===== src/hw/rtl/a2ab_pkg.sv =====
// Shared types and constants for the avcC to Annex B converter.
// No dependencies; imported by every module of the block.
package a2ab_pkg;

    localparam logic [7:0] SPS_COUNT_MASK = 8'h1F;
    localparam logic [2:0] HEADER_LAST    = 3'd5;   // header byte that holds the SPS count
    localparam logic [7:0] SC_ZERO        = 8'h00;
    localparam logic [7:0] SC_ONE         = 8'h01;
    localparam logic [1:0] SC_LAST_BEAT   = 2'd3;

    localparam logic KIND_SPS = 1'b0;
    localparam logic KIND_PPS = 1'b1;

    typedef enum logic [2:0] {
        PH_HEADER    = 3'd0,
        PH_LEN_HI    = 3'd1,
        PH_LEN_LO    = 3'd2,
        PH_PAYLOAD   = 3'd3,
        PH_PPS_COUNT = 3'd4,
        PH_DONE      = 3'd5
    } t_phase;

    // One queued command: either a full start code or one payload byte
    typedef struct packed {
        logic       is_sc;
        logic [7:0] data;
        logic       kind;
        logic       unit_end;
    } t_cmd;

endpackage


===== src/hw/rtl/a2ab_front.sv =====
// Record parser: accepts avcC bytes and turns them into start-code / payload commands.
// Depends on a2ab_pkg.
module a2ab_front
    import a2ab_pkg::*;
(
    input  logic       i_clk,
    input  logic       i_rst_n,
    input  logic       i_accept,
    input  logic [7:0] i_in_byte,
    input  logic       i_record_start,
    output logic       o_push,
    output t_cmd       o_cmd
);

    t_phase      r_phase, n_phase;
    logic [2:0]  r_header_index, n_header_index;
    logic [7:0]  r_sets_left, n_sets_left;
    logic [7:0]  r_length_high, n_length_high;
    logic [15:0] r_payload_left, n_payload_left;
    logic        r_kind, n_kind;

    t_phase      eff_phase;
    logic [2:0]  eff_index;
    logic [7:0]  sets_dec;
    logic [15:0] len_full;
    logic [15:0] pay_dec;
    t_phase      finish_phase;

    always_ff @(posedge i_clk) begin
        if (!i_rst_n) begin
            r_phase        <= PH_HEADER;
            r_header_index <= '0;
            r_sets_left    <= '0;
            r_length_high  <= '0;
            r_payload_left <= '0;
            r_kind         <= KIND_SPS;
        end else begin
            r_phase        <= n_phase;
            r_header_index <= n_header_index;
            r_sets_left    <= n_sets_left;
            r_length_high  <= n_length_high;
            r_payload_left <= n_payload_left;
            r_kind         <= n_kind;
        end
    end

    always_comb begin
        // record_start restarts the parser on this very byte
        eff_phase = i_record_start ? PH_HEADER : r_phase;
        eff_index = i_record_start ? 3'd0 : r_header_index;
        sets_dec  = r_sets_left - 8'd1;
        len_full  = {r_length_high, i_in_byte};
        pay_dec   = r_payload_left - 16'd1;

        if (sets_dec != 8'd0) begin
            finish_phase = PH_LEN_HI;
        end else if (r_kind == KIND_SPS) begin
            finish_phase = PH_PPS_COUNT;
        end else begin
            finish_phase = PH_DONE;
        end

        n_phase        = r_phase;
        n_header_index = r_header_index;
        n_sets_left    = r_sets_left;
        n_length_high  = r_length_high;
        n_payload_left = r_payload_left;
        n_kind         = r_kind;
        o_push         = 1'b0;
        o_cmd          = '0;
        o_cmd.kind     = r_kind;

        if (i_accept) begin
            n_phase        = eff_phase;
            n_header_index = eff_index;
            case (eff_phase)
                PH_HEADER: begin
                    if (eff_index == HEADER_LAST) begin
                        n_sets_left    = i_in_byte & SPS_COUNT_MASK;
                        n_kind         = KIND_SPS;
                        n_header_index = '0;
                        n_phase        = ((i_in_byte & SPS_COUNT_MASK) != 8'd0)
                                         ? PH_LEN_HI : PH_PPS_COUNT;
                    end else begin
                        n_header_index = eff_index + 3'd1;
                    end
                end
                PH_LEN_HI: begin
                    n_length_high = i_in_byte;
                    n_phase       = PH_LEN_LO;
                end
                PH_LEN_LO: begin
                    n_payload_left = len_full;
                    o_push         = 1'b1;
                    o_cmd.is_sc    = 1'b1;
                    o_cmd.unit_end = (len_full == 16'd0);
                    if (len_full == 16'd0) begin
                        n_sets_left = sets_dec;
                        n_phase     = finish_phase;
                    end else begin
                        n_phase = PH_PAYLOAD;
                    end
                end
                PH_PAYLOAD: begin
                    n_payload_left = pay_dec;
                    o_push         = 1'b1;
                    o_cmd.data     = i_in_byte;
                    o_cmd.unit_end = (pay_dec == 16'd0);
                    if (pay_dec == 16'd0) begin
                        n_sets_left = sets_dec;
                        n_phase     = finish_phase;
                    end
                end
                PH_PPS_COUNT: begin
                    n_sets_left = i_in_byte;
                    n_kind      = KIND_PPS;
                    n_phase     = (i_in_byte != 8'd0) ? PH_LEN_HI : PH_DONE;
                end
                default: begin
                    // trailing bytes: ignored
                end
            endcase
        end
    end

endmodule


===== src/hw/rtl/a2ab_queue.sv =====
// Small command FIFO between the parser and the output sequencer.
// Depends on a2ab_pkg.
module a2ab_queue
    import a2ab_pkg::*;
#(
    parameter int DEPTH = 4
)
(
    input  logic i_clk,
    input  logic i_rst_n,
    input  logic i_push,
    input  t_cmd i_cmd,
    input  logic i_pop,
    output logic o_full,
    output logic o_empty,
    output t_cmd o_head
);

    localparam int AW = (DEPTH > 1) ? $clog2(DEPTH) : 1;
    localparam int CW = $clog2(DEPTH + 1);
    localparam logic [AW-1:0] LAST_PTR  = AW'(DEPTH - 1);
    localparam logic [CW-1:0] DEPTH_CNT = CW'(DEPTH);

    t_cmd          r_mem [DEPTH];
    logic [AW-1:0] r_wr_ptr, r_rd_ptr;
    logic [CW-1:0] r_count;

    assign o_full  = (r_count == DEPTH_CNT);
    assign o_empty = (r_count == '0);
    assign o_head  = r_mem[r_rd_ptr];

    always_ff @(posedge i_clk) begin
        if (i_push) begin
            r_mem[r_wr_ptr] <= i_cmd;
        end
    end

    always_ff @(posedge i_clk) begin
        if (!i_rst_n) begin
            r_wr_ptr <= '0;
            r_rd_ptr <= '0;
            r_count  <= '0;
        end else begin
            if (i_push) begin
                r_wr_ptr <= (r_wr_ptr == LAST_PTR) ? '0 : r_wr_ptr + AW'(1);
            end
            if (i_pop) begin
                r_rd_ptr <= (r_rd_ptr == LAST_PTR) ? '0 : r_rd_ptr + AW'(1);
            end
            case ({i_push, i_pop})
                2'b10:   r_count <= r_count + CW'(1);
                2'b01:   r_count <= r_count - CW'(1);
                default: r_count <= r_count;
            endcase
        end
    end

    a_no_overflow: assert property (@(posedge i_clk) disable iff (!i_rst_n)
        o_full |-> !i_push)
        else $error("push into full queue");

    a_no_underflow: assert property (@(posedge i_clk) disable iff (!i_rst_n)
        o_empty |-> !i_pop)
        else $error("pop from empty queue");

    a_count_step: assert property (@(posedge i_clk) disable iff (!i_rst_n)
        (i_push && !i_pop) |=> (r_count == $past(r_count) + CW'(1)))
        else $error("queue count did not advance on push");

endmodule


===== src/hw/rtl/a2ab_back.sv =====
// Output sequencer: expands queued commands into result items behind an output register.
// Depends on a2ab_pkg.
module a2ab_back
    import a2ab_pkg::*;
(
    input  logic       i_clk,
    input  logic       i_rst_n,
    input  logic       i_empty,
    input  t_cmd       i_head,
    output logic       o_pop,
    input  logic       i_out_ready,
    output logic       o_out_valid,
    output logic [7:0] o_out_byte,
    output logic       o_unit_kind,
    output logic       o_unit_end,
    output logic       o_run_last
);

    logic [1:0] r_beat, n_beat;
    logic       r_out_valid, n_out_valid;
    logic [7:0] r_byte, n_byte;
    logic       r_kind, n_kind;
    logic       r_end, n_end;
    logic       r_last, n_last;
    logic       load;
    logic       sc_last;

    always_ff @(posedge i_clk) begin
        if (!i_rst_n) begin
            r_beat      <= '0;
            r_out_valid <= 1'b0;
        end else begin
            r_beat      <= n_beat;
            r_out_valid <= n_out_valid;
        end
    end

    always_ff @(posedge i_clk) begin
        r_byte <= n_byte;
        r_kind <= n_kind;
        r_end  <= n_end;
        r_last <= n_last;
    end

    always_comb begin
        load    = !i_empty && (!r_out_valid || i_out_ready);
        sc_last = (r_beat == SC_LAST_BEAT);

        n_beat      = r_beat;
        n_out_valid = r_out_valid && !i_out_ready;
        n_byte      = r_byte;
        n_kind      = r_kind;
        n_end       = r_end;
        n_last      = r_last;
        o_pop       = 1'b0;

        if (load) begin
            n_out_valid = 1'b1;
            n_kind      = i_head.kind;
            if (i_head.is_sc) begin
                n_byte = sc_last ? SC_ONE : SC_ZERO;
                n_end  = sc_last && i_head.unit_end;
                n_last = sc_last;
                n_beat = r_beat + 2'd1;
                o_pop  = sc_last;
            end else begin
                n_byte = i_head.data;
                n_end  = i_head.unit_end;
                n_last = 1'b1;
                o_pop  = 1'b1;
            end
        end
    end

    assign o_out_valid = r_out_valid;
    assign o_out_byte  = r_byte;
    assign o_unit_kind = r_kind;
    assign o_unit_end  = r_end;
    assign o_run_last  = r_last;

    a_beat_on_sc: assert property (@(posedge i_clk) disable iff (!i_rst_n)
        (r_beat != 2'd0) |-> (!i_empty && i_head.is_sc))
        else $error("start code interrupted mid-sequence");

    a_end_is_last: assert property (@(posedge i_clk) disable iff (!i_rst_n)
        (o_out_valid && o_unit_end) |-> o_run_last)
        else $error("unit end on a non-final item");

    a_last_pops: assert property (@(posedge i_clk) disable iff (!i_rst_n)
        (load && !(i_head.is_sc && r_beat != SC_LAST_BEAT)) |-> o_pop)
        else $error("command completed without pop");

endmodule


===== src/hw/rtl/avcc_to_annexb_converter.sv =====
// Top level of the avcC record to Annex B parameter-set converter.
// Depends on a2ab_pkg, a2ab_front, a2ab_queue, a2ab_back.
//
//  channel | ports                                        | direction
//  --------+----------------------------------------------+----------
//  input   | i_in_valid / o_in_ready, i_in_byte,          | in
//          | i_record_start                               |
//  output  | o_out_valid / i_out_ready, o_out_byte,       | out
//          | o_unit_kind, o_unit_end, o_run_last          |
//
// Cycles: the parser takes one byte per cycle while the command queue has room.
// Payload bytes come out one per cycle while the receiver is ready; each
// length-low byte expands into a four-byte start code (00 00 00 01) in the
// output sequencer, and the queue absorbs the difference in rate. A pushed command
// goes into the queue, then into the output register once that is free.
// Reset: synchronous active-low; clears parser state, queue pointers and the
// output valid. Input and output stall independently through the queue.
module avcc_to_annexb_converter
    import a2ab_pkg::*;
#(
    parameter int QUEUE_DEPTH = 4
)
(
    input  logic       i_clk,
    input  logic       i_rst_n,
    input  logic       i_in_valid,
    output logic       o_in_ready,
    input  logic [7:0] i_in_byte,
    input  logic       i_record_start,
    output logic       o_out_valid,
    input  logic       i_out_ready,
    output logic [7:0] o_out_byte,
    output logic       o_unit_kind,
    output logic       o_unit_end,
    output logic       o_run_last
);

    logic accept;
    logic push;
    logic pop;
    logic q_full;
    logic q_empty;
    t_cmd push_cmd;
    t_cmd head_cmd;

    // Any byte is taken while the queue has room; bytes that push nothing
    // (header, length high, counts, trailing) do not need it, but this keeps
    // ready free of the parse state.
    assign o_in_ready = !q_full;
    assign accept     = i_in_valid && o_in_ready;

    a2ab_front u_front (
        .i_clk          (i_clk),
        .i_rst_n        (i_rst_n),
        .i_accept       (accept),
        .i_in_byte      (i_in_byte),
        .i_record_start (i_record_start),
        .o_push         (push),
        .o_cmd          (push_cmd)
    );

    a2ab_queue #(
        .DEPTH (QUEUE_DEPTH)
    ) u_queue (
        .i_clk   (i_clk),
        .i_rst_n (i_rst_n),
        .i_push  (push),
        .i_cmd   (push_cmd),
        .i_pop   (pop),
        .o_full  (q_full),
        .o_empty (q_empty),
        .o_head  (head_cmd)
    );

    a2ab_back u_back (
        .i_clk       (i_clk),
        .i_rst_n     (i_rst_n),
        .i_empty     (q_empty),
        .i_head      (head_cmd),
        .o_pop       (pop),
        .i_out_ready (i_out_ready),
        .o_out_valid (o_out_valid),
        .o_out_byte  (o_out_byte),
        .o_unit_kind (o_unit_kind),
        .o_unit_end  (o_unit_end),
        .o_run_last  (o_run_last)
    );

endmodule


===== config.mk =====
export PLATFORM = sky130hd
export DESIGN_NAME = avcc_to_annexb_converter
export DESIGN_NICKNAME = d
export VERILOG_FILES = /design/src/hw/rtl/a2ab_pkg.sv /design/src/hw/rtl/a2ab_front.sv /design/src/hw/rtl/a2ab_queue.sv /design/src/hw/rtl/a2ab_back.sv /design/src/hw/rtl/avcc_to_annexb_converter.sv
export SDC_FILE = /design/constraint.sdc
export NUM_CORES = 1
export LEC_CHECK = 0
export ABC_AREA = 1
export BUFFER_PORTS_ARGS = -buffer_cell sky130_fd_sc_hd__buf_2
export CAP_MARGIN = 20
export CORE_AREA = 2 2 98 90
export CTS_CLUSTER_SIZE = 12
export DETAILED_ROUTE_END_ITERATION = 12
export DIE_AREA = 0 0 100 92
export PLACE_DENSITY = 0.82
export SYNTH_ARGS = -nofsm -noshare
export SYNTH_HDL_FRONTEND = slang
export SYNTH_SLANG_ARGS = --single-unit

===== constraint.sdc =====
create_clock -name i_clk -period 4.45 [get_ports i_clk]
set_clock_uncertainty 0.05 [all_clocks]
set_input_delay 0.89 -clock i_clk [delete_from_list [all_inputs] [get_ports i_clk]]
set_output_delay 0.89 -clock i_clk [all_outputs]
set_load 0.01 [all_outputs]

==> key figures, run 1 <==
Run status
  • Outcome: complete, no violations

Clock tree
  • Postcts setup bufs: 0
  • Total clock buffers created by CTS: 9
  • Clk sinks: 106
  • Worst-path clk slew: 0.09 ns
  • Clock buffer depth: 2
  • Htree depth: 3
  • Root Driver: clkbuf_8
  • CTS tree: done
  • Clk_lat worst skew: 0.36 ns
  • Cts hold-fix bufs: 0
  • Post-cts resize count: 0

Pwr
  • Switching Fraction: 22.74%
  • Leak: 2.450 nW
  • Seq pwr share: 60.3%
  • Total design power: 1.704 mW
  • Int Power: 1.316 mW
  • P_sw: 387.5 uW
  • Clock power share: 34.9%
  • Cell area power density: 305.5 mW/mm2
  • Combinational share of power: 4.8%
  • Peak VDD IR: 0.0002328 V

STA
  • Final slew viol count: 0
  • FMAX: 311.8 MHz
  • Final setup violation count: 0
  • Worst-Margin Slew: 0.9425 ns
  • Slew headroom: 36.93%
  • Final min period: 3.207 ns
  • Period utilisation layout: 72.06%
  • RSZ-0062 raised after global routing: false
  • Setup TNS: 0 ns
  • Hold Fails Final Rpt: 0

Setup path
  • CP Capture Type: flop
  • Crit-path cells: buf_2 > nor2_1 > inv_1 > nor2_1 > nand2_1 > buf_4 > nor2_1
  • Crit Path Class: input pin to flop
  • Req. time, crit path: 4.39 ns
  • Worst path max stage delay: 0.73 ns
  • Crit path max fanout: 19
  • Crit path launch type: input pin
  • Crit path DAT: 3.14 ns
  • CP delay by family, top: simple AND/OR/NAND/NOR gates
  • Buffer and inverter count on the worst path: 3
  • Crit path top cell by count: nor2_1
  • Slowest-stage cell, CP: nor2_1

Place
  • Number of buffers added on ports: 25
  • Post-DP HPWL: 8276 um
  • Cell Area, Placed: 0.005378 mm2
  • Routability Congestion: 0.9372
  • DP Cell Count: 732

Cells and area
  • Ant. Diodes: 0
  • Final core occ: 66.96%
  • Fillers: 693
  • Fin cells: 748
  • Layout cells sized above 1: 9.443%
  • Final design area excluding fillers: 0.005577 mm2
  • Total Nets Final: 666
  • Most common cell after layout, fill and taps aside: nand2_1
  • Layout area overhead: 7.631%
  • Most frequent cells in the layout: nand2_1 (103), inv_1 (87), nor2_1 (80)

Yosys
  • Post-synth EDFFs: 55
  • Synth top area share: 31.88%
  • Mapped Area: 0.005181 mm2
  • Ys flop type: edfxtp_1
  • Warnings, synthesis: 0
  • Area leader, netlist: edfxtp_1
  • Synth async-reset ratio: 0%
  • Post-synth cell types: 41
  • Syn nets: 646
  • Seq/Total Area, Yosys: 51.58%
  • Area contributors post-synth: edfxtp_1 (32%), dfxtp_1 (20%), nand2_1 (7.5%), inv_1 (6.3%), o21ai_0 (5.9%)
  • Flops & latches, synth: 106
  • Syn_area_per_cell: 8.343 um2
  • Syn Inst Count: 621

Routing
  • Vias: 4251
  • DRC: 0
  • Metal-1 WL: 5017 um
  • Final ANT Viol Nets: 0
  • Top layer in use: met4
  • WL met2: 5489 um
  • DRT iter0 DRCs: 301
  • Wire per inst: 15.21 um
  • Metal3 WL: 689 um
  • TritonRoute pass-1 iters: 5
  • DRT Wirelength: 11380 um
  • DR vias/cell: 5.683

GRT
  • Gr usage total: 26.13%
  • Vias in the first global route: 4016
  • GRT overflow: 0
  • Initial antenna violation count: 0
  • First-pass GRT wire length: 19020 um
  • Largest net degree at the start of global routing: 33

Floorplan
  • Die area: 0.009200 mm2
  • Die height: 92 um
  • Die X: 100 um
  • Initial Util: 62.21%
  • I/O pin count: 26
  • Row count: 32
  • Core area: 0.008328 mm2

Flow run
  • Max_cap viols: 0

Min path
  • Worst min-delay path category: flop to flop
==> path summary, 6_finish.rpt <==
path / from / endpoint / slack [ns] / depth (start not counted)
max: i_record_start / u_queue.r_mem[3][8]$_DFFE_PP_ / 1.24 / 7
min: u_front.r_sets_left[0]$_SDFFE_PN0P_ / u_front.r_sets_left[0]$_SDFFE_PN0P_ / 0.44 / 2
max reg2reg: flop / u_queue.r_count[2]$_SDFFE_PN0P_ / 1.50 / 16
min reg2reg: u_front.r_sets_left[0]$_SDFFE_PN0P_ / u_front.r_sets_left[0]$_SDFFE_PN0P_ / 0.44 / 2
==> stage by stage <==
step	setup WS, ns	hold slack, ns
floorplan	1.532	0.3944
global placement	1.093	0.4162
detailed placement	0.8618	0.4269
CTS	1.248	0.4413
global route	1.052	0.4567
finish	1.243	0.4404
==> synthesized netlist by cell type, types with 2 or more instances <==
master	number
clkbuf_1	15
nor2_4	2
xor2_1	4
dfxtp_1	51
nor3_1	16
a22o_1	2
buf_2	3
nor2_1	80
o221ai_1	6
ha_1	11
o21ai_0	61
xnor2_1	4
edfxtp_1	55
inv_1	87
a221oi_1	5
a21oi_1	35
a211oi_1	3
o21ai_1	5
nand4_1	8
nor2_2	5
nand2_2	5
o22ai_1	15
inv_2	2
nand2_1	103
nand3_1	20
nor4_1	2
clkinv_1	2
==> worst min-delay path, cell delays in order, from the launching register on <==
cell,delay (ns)
dfxtp_1,0.34
nand2_1,0.07
a21oi_1,0.05
==> flip-flops by register name (all words and copies together) (netlist names), named ones only <==
signal,cells
u_queue.r_mem,44
u_front.r_payload_left,16
u_back.o_out_byte,8
u_front.r_length_high,8
u_front.r_sets_left,8
u_front.r_header_index,3
u_front.r_phase,3
u_queue.r_count,3
u_back.r_beat,2
u_queue.r_rd_ptr,2
u_queue.r_wr_ptr,2
u_back.o_out_valid,1
u_back.o_run_last,1
u_back.o_unit_end,1
u_back.o_unit_kind,1
u_front.r_kind,1
==> per-layer routing <==
metal | up-vias | track usage [%]
li1 | 2121 | -
met4 | 0 | 8.790
met3 | 21 | 5.564
met1 | 1954 | 35.06
met5 | - | 0
met2 | 155 | 42.34
==> power groups by stage <==
stage                     sequential [mW]  clock [mW]  combinational [mW]
final                                1.03       0.594              0.0813
after CTS                            1.03       0.606              0.0795
after floorplan                      1.05           0              0.0561
after global routing                 1.03       0.645              0.0910
after global placement               1.05           0              0.0783
after detailed placement             1.05           0              0.0792
==> area by class of cell <==
class | count | area, um2 | area share [%]
Tap cell | 102 | 127.6 | 2.289
Timing Repair Buffer | 29 | 155.1 | 2.782
Inverter | 91 | 341.6 | 6.125
Clock buffer | 10 | 127.6 | 2.289
Clock inverter | 6 | 71.32 | 1.279
Sequential cell | 106 | 2673 | 47.92
Multi-Input combinational cell | 404 | 2081 | 37.31
==> cells by family (layout without fill, tap and decap cells) <==
kind of cell / count (synthesis) / count (layout) / share of synthesized area [%]
compound gates: 137 / 137 / 15.04
flops: 106 / 106 / 51.58
buf+inv: 111 / 136 / 8.259
simple gates: 247 / 247 / 20.72
fa+ha+maj: 12 / 12 / 3.043
xor+xnor: 8 / 8 / 1.352
No activity file was read; power rests on OpenSTA's default activity.
==> inputs of run 2 (changes only) <==
Settings changed: CORE_AREA 2 2 98 90 to 2 2 106 98, DIE_AREA 0 0 100 92 to 0 0 108 100, PLACE_DENSITY 0.82 to 0.74.
Clock period 4.45 ns to 2.85 ns, I/O delays scaled along.
==> key figures, run 2 (synthesized netlist as in run 1, its figures left out) <==
GRT
  • Largest net degree at the start of global routing: 32
  • GRT overflow: 0
  • Gr usage total: 22.07%
  • Vias in the first global route: 3991
  • Initial antenna violation count: 0
  • First-pass GRT wire length: 18750 um

Routing
  • Vias: 4285
  • Wire per inst: 14.66 um
  • DR vias/cell: 5.452
  • DRT Wirelength: 11520 um
  • DRC: 0
  • TritonRoute pass-1 iters: 5
  • DRT iter0 DRCs: 295
  • Final ANT Viol Nets: 0

Clock tree
  • Clock buffer depth: 2
  • Root Driver: clkbuf_8
  • CTS tree: done
  • Worst-path clk slew: 0.11 ns
  • Clk_lat worst skew: 0.37 ns
  • Cts hold-fix bufs: 0
  • Clk sinks: 106
  • Htree depth: 3
  • Total clock buffers created by CTS: 9

Pwr
  • Combinational share of power: 5.0%
  • Clock power share: 34.4%
  • Int Power: 1.990 mW
  • Leak: 2.507 nW
  • P_sw: 659.7 uW
  • Peak VDD IR: 0.0003382 V
  • Seq pwr share: 60.6%
  • Cell area power density: 465.0 mW/mm2
  • Switching Fraction: 24.90%

Flow run
  • Max_cap viols: 0

STA
  • Final setup violation count: 0
  • Final min period: 2.537 ns
  • Setup TNS: 0 ns
  • Slew headroom: 62.69%
  • Period utilisation layout: 89.01%
  • RSZ-0062 raised after global routing: false
  • FMAX: 394.2 MHz
  • Hold slack: 0.4135 ns
  • Hold Fails Final Rpt: 0
  • Final slew viol count: 0
  • Worst-Margin Slew: 0.5591 ns
  • Setup ws final: 0.3131 ns

Cells and area
  • Layout area overhead: 9.973%
  • Most common cell after layout, fill and taps aside: nand2_1
  • Number of flip-flops in the largest register: 44
  • Ant. Diodes: 0
  • Largest regs: u_queue.r_mem (44), u_front.r_payload_left (16)
  • Most frequent cells in the layout: nand2_1 (103), inv_1 (87), nor2_1 (80)
  • Fin cells: 786
  • Largest register by flop count: u_queue.r_mem
  • Total Nets Final: 677
  • Final design area excluding fillers: 0.005698 mm2
  • Fillers: 893
  • Layout cells sized above 1: 11.42%

Setup path
  • Crit path launch type: flop
  • R2r setup slk: 0.31 ns
  • Crit path max fanout: 6
  • Crit Path Class: flop to flop
  • Worst r2r path cells: 14
  • Crit path DAT: 2.64 ns
  • Req. time, crit path: 2.95 ns
  • Worst flop-to-flop path endpoint: u_queue.r_mem[0][0]$_DFFE_PP_
  • FF-to-FF Start: u_front.r_payload_left[0]$_SDFFE_PN0P_
  • CP Capture Type: flop

Floorplan
  • I/O pin count: 26
  • Row count: 35
  • Core area: 0.009853 mm2
  • Die X: 108 um
  • Die height: 100 um
  • Die area: 0.01080 mm2
  • Initial Util: 52.58%

Place
  • Cell Area, Placed: 0.005494 mm2
  • Post-DP HPWL: 8379 um
  • Routability Congestion: 0.9015
  • Number of buffers added on ports: 25
  • DP Cell Count: 770
  • DP Worst Slack: 0.2868 ns

Min path
  • Hold Path Depth: 4
  • Hold Startpoint: i_out_ready
  • Worst min-delay path category: input pin to flop
  • Hold path endpoint: u_back.o_out_valid$_SDFF_PN0_

Run status
  • Outcome: complete, no violations
run 2: how the worst max path moves through the flow:
| stage | end | slack, ns | startpoint |
|---|---|---|---|
| after floorplan | u_queue.r_count[2]$_SDFFE_PN0P_ | 0.25 | i_out_ready |
| after global placement | u_front.r_sets_left[7]$_SDFFE_PN0P_ | 0.41 | u_front.r_payload_left[0]$_SDFFE_PN0P_ |
| after detailed placement | u_queue.r_count[2]$_SDFFE_PN0P_ | 0.29 | flop |
| after CTS | u_queue.r_count[2]$_SDFFE_PN0P_ | 0.27 | flop |
| after global routing | u_queue.r_mem[0][0]$_DFFE_PP_ | 0.08 | u_front.r_payload_left[0]$_SDFFE_PN0P_ |
| final | u_queue.r_mem[0][0]$_DFFE_PP_ | 0.31 | u_front.r_payload_left[0]$_SDFFE_PN0P_ |
run 2: final cells by class:
| cell class | instances | area [um2] | area share (%) |
|---|---|---|---|
| sequential | 106 | 2674 | 46.93 |
| multi-input combinational | 404 | 2081 | 36.52 |
| inverter | 91 | 341.6 | 5.995 |
| timing repair buffer | 40 | 237.7 | 4.172 |
| tap | 129 | 161.4 | 2.833 |
| clock buffer | 9 | 123.9 | 2.174 |
| clock inverter | 7 | 78.83 | 1.383 |
run 2: routing by layer:
| metal | part of all wire (%) | routed length, um | GRT usage (%) |
|---|---|---|---|
| met1 | 45 | 5137 | 28.58 |
| met2 | 48 | 5499 | 37.78 |
| met3 | 6.7 | 772 | 4.870 |
| met4 | 0.98 | 113 | 5.424 |
| met5 | 0 | 0 | 0 |
run 2: stage by stage:
stage,power [mW],util (%)
after floorplan,1.725,-
after global placement,1.765,55.76
after detailed placement,1.769,55.76
after CTS,2.666,57.82
after global routing,2.747,57.83
final,2.649,57.83
run 2: power groups by stage:
stage / Sequential [mW] / Clock, mW / Combinational [mW]
floorplan: 1.64 / 0 / 0.0876
detailed placement: 1.64 / 0 / 0.129
CTS: 1.60 / 0.930 / 0.131
finish: 1.61 / 0.912 / 0.132
global placement: 1.64 / 0 / 0.126
global route: 1.61 / 0.993 / 0.148
run 2: what timing repair did:
item | 4_1_cts | 5_1_grt
gates resized for setup | 0 | 1
setup buffers | 0 | 0
setup endpoints to repair | 0 | 1
run 2: worst max-delay path, cell delays in order (launching register included):
cell	delay, ns
dfxtp_1	0.33
inv_1	0.16
ha_1	0.36
nand2_2	0.16
nor2_4	0.15
nand2_1	0.05
nand2_1	0.05
nand2_1	0.06
nor2_1	0.12
nand2_1	0.08
nor2_2	0.15
nand3_1	0.13
o21ai_0	0.14
inv_1	0.06
nor2_1	0.28
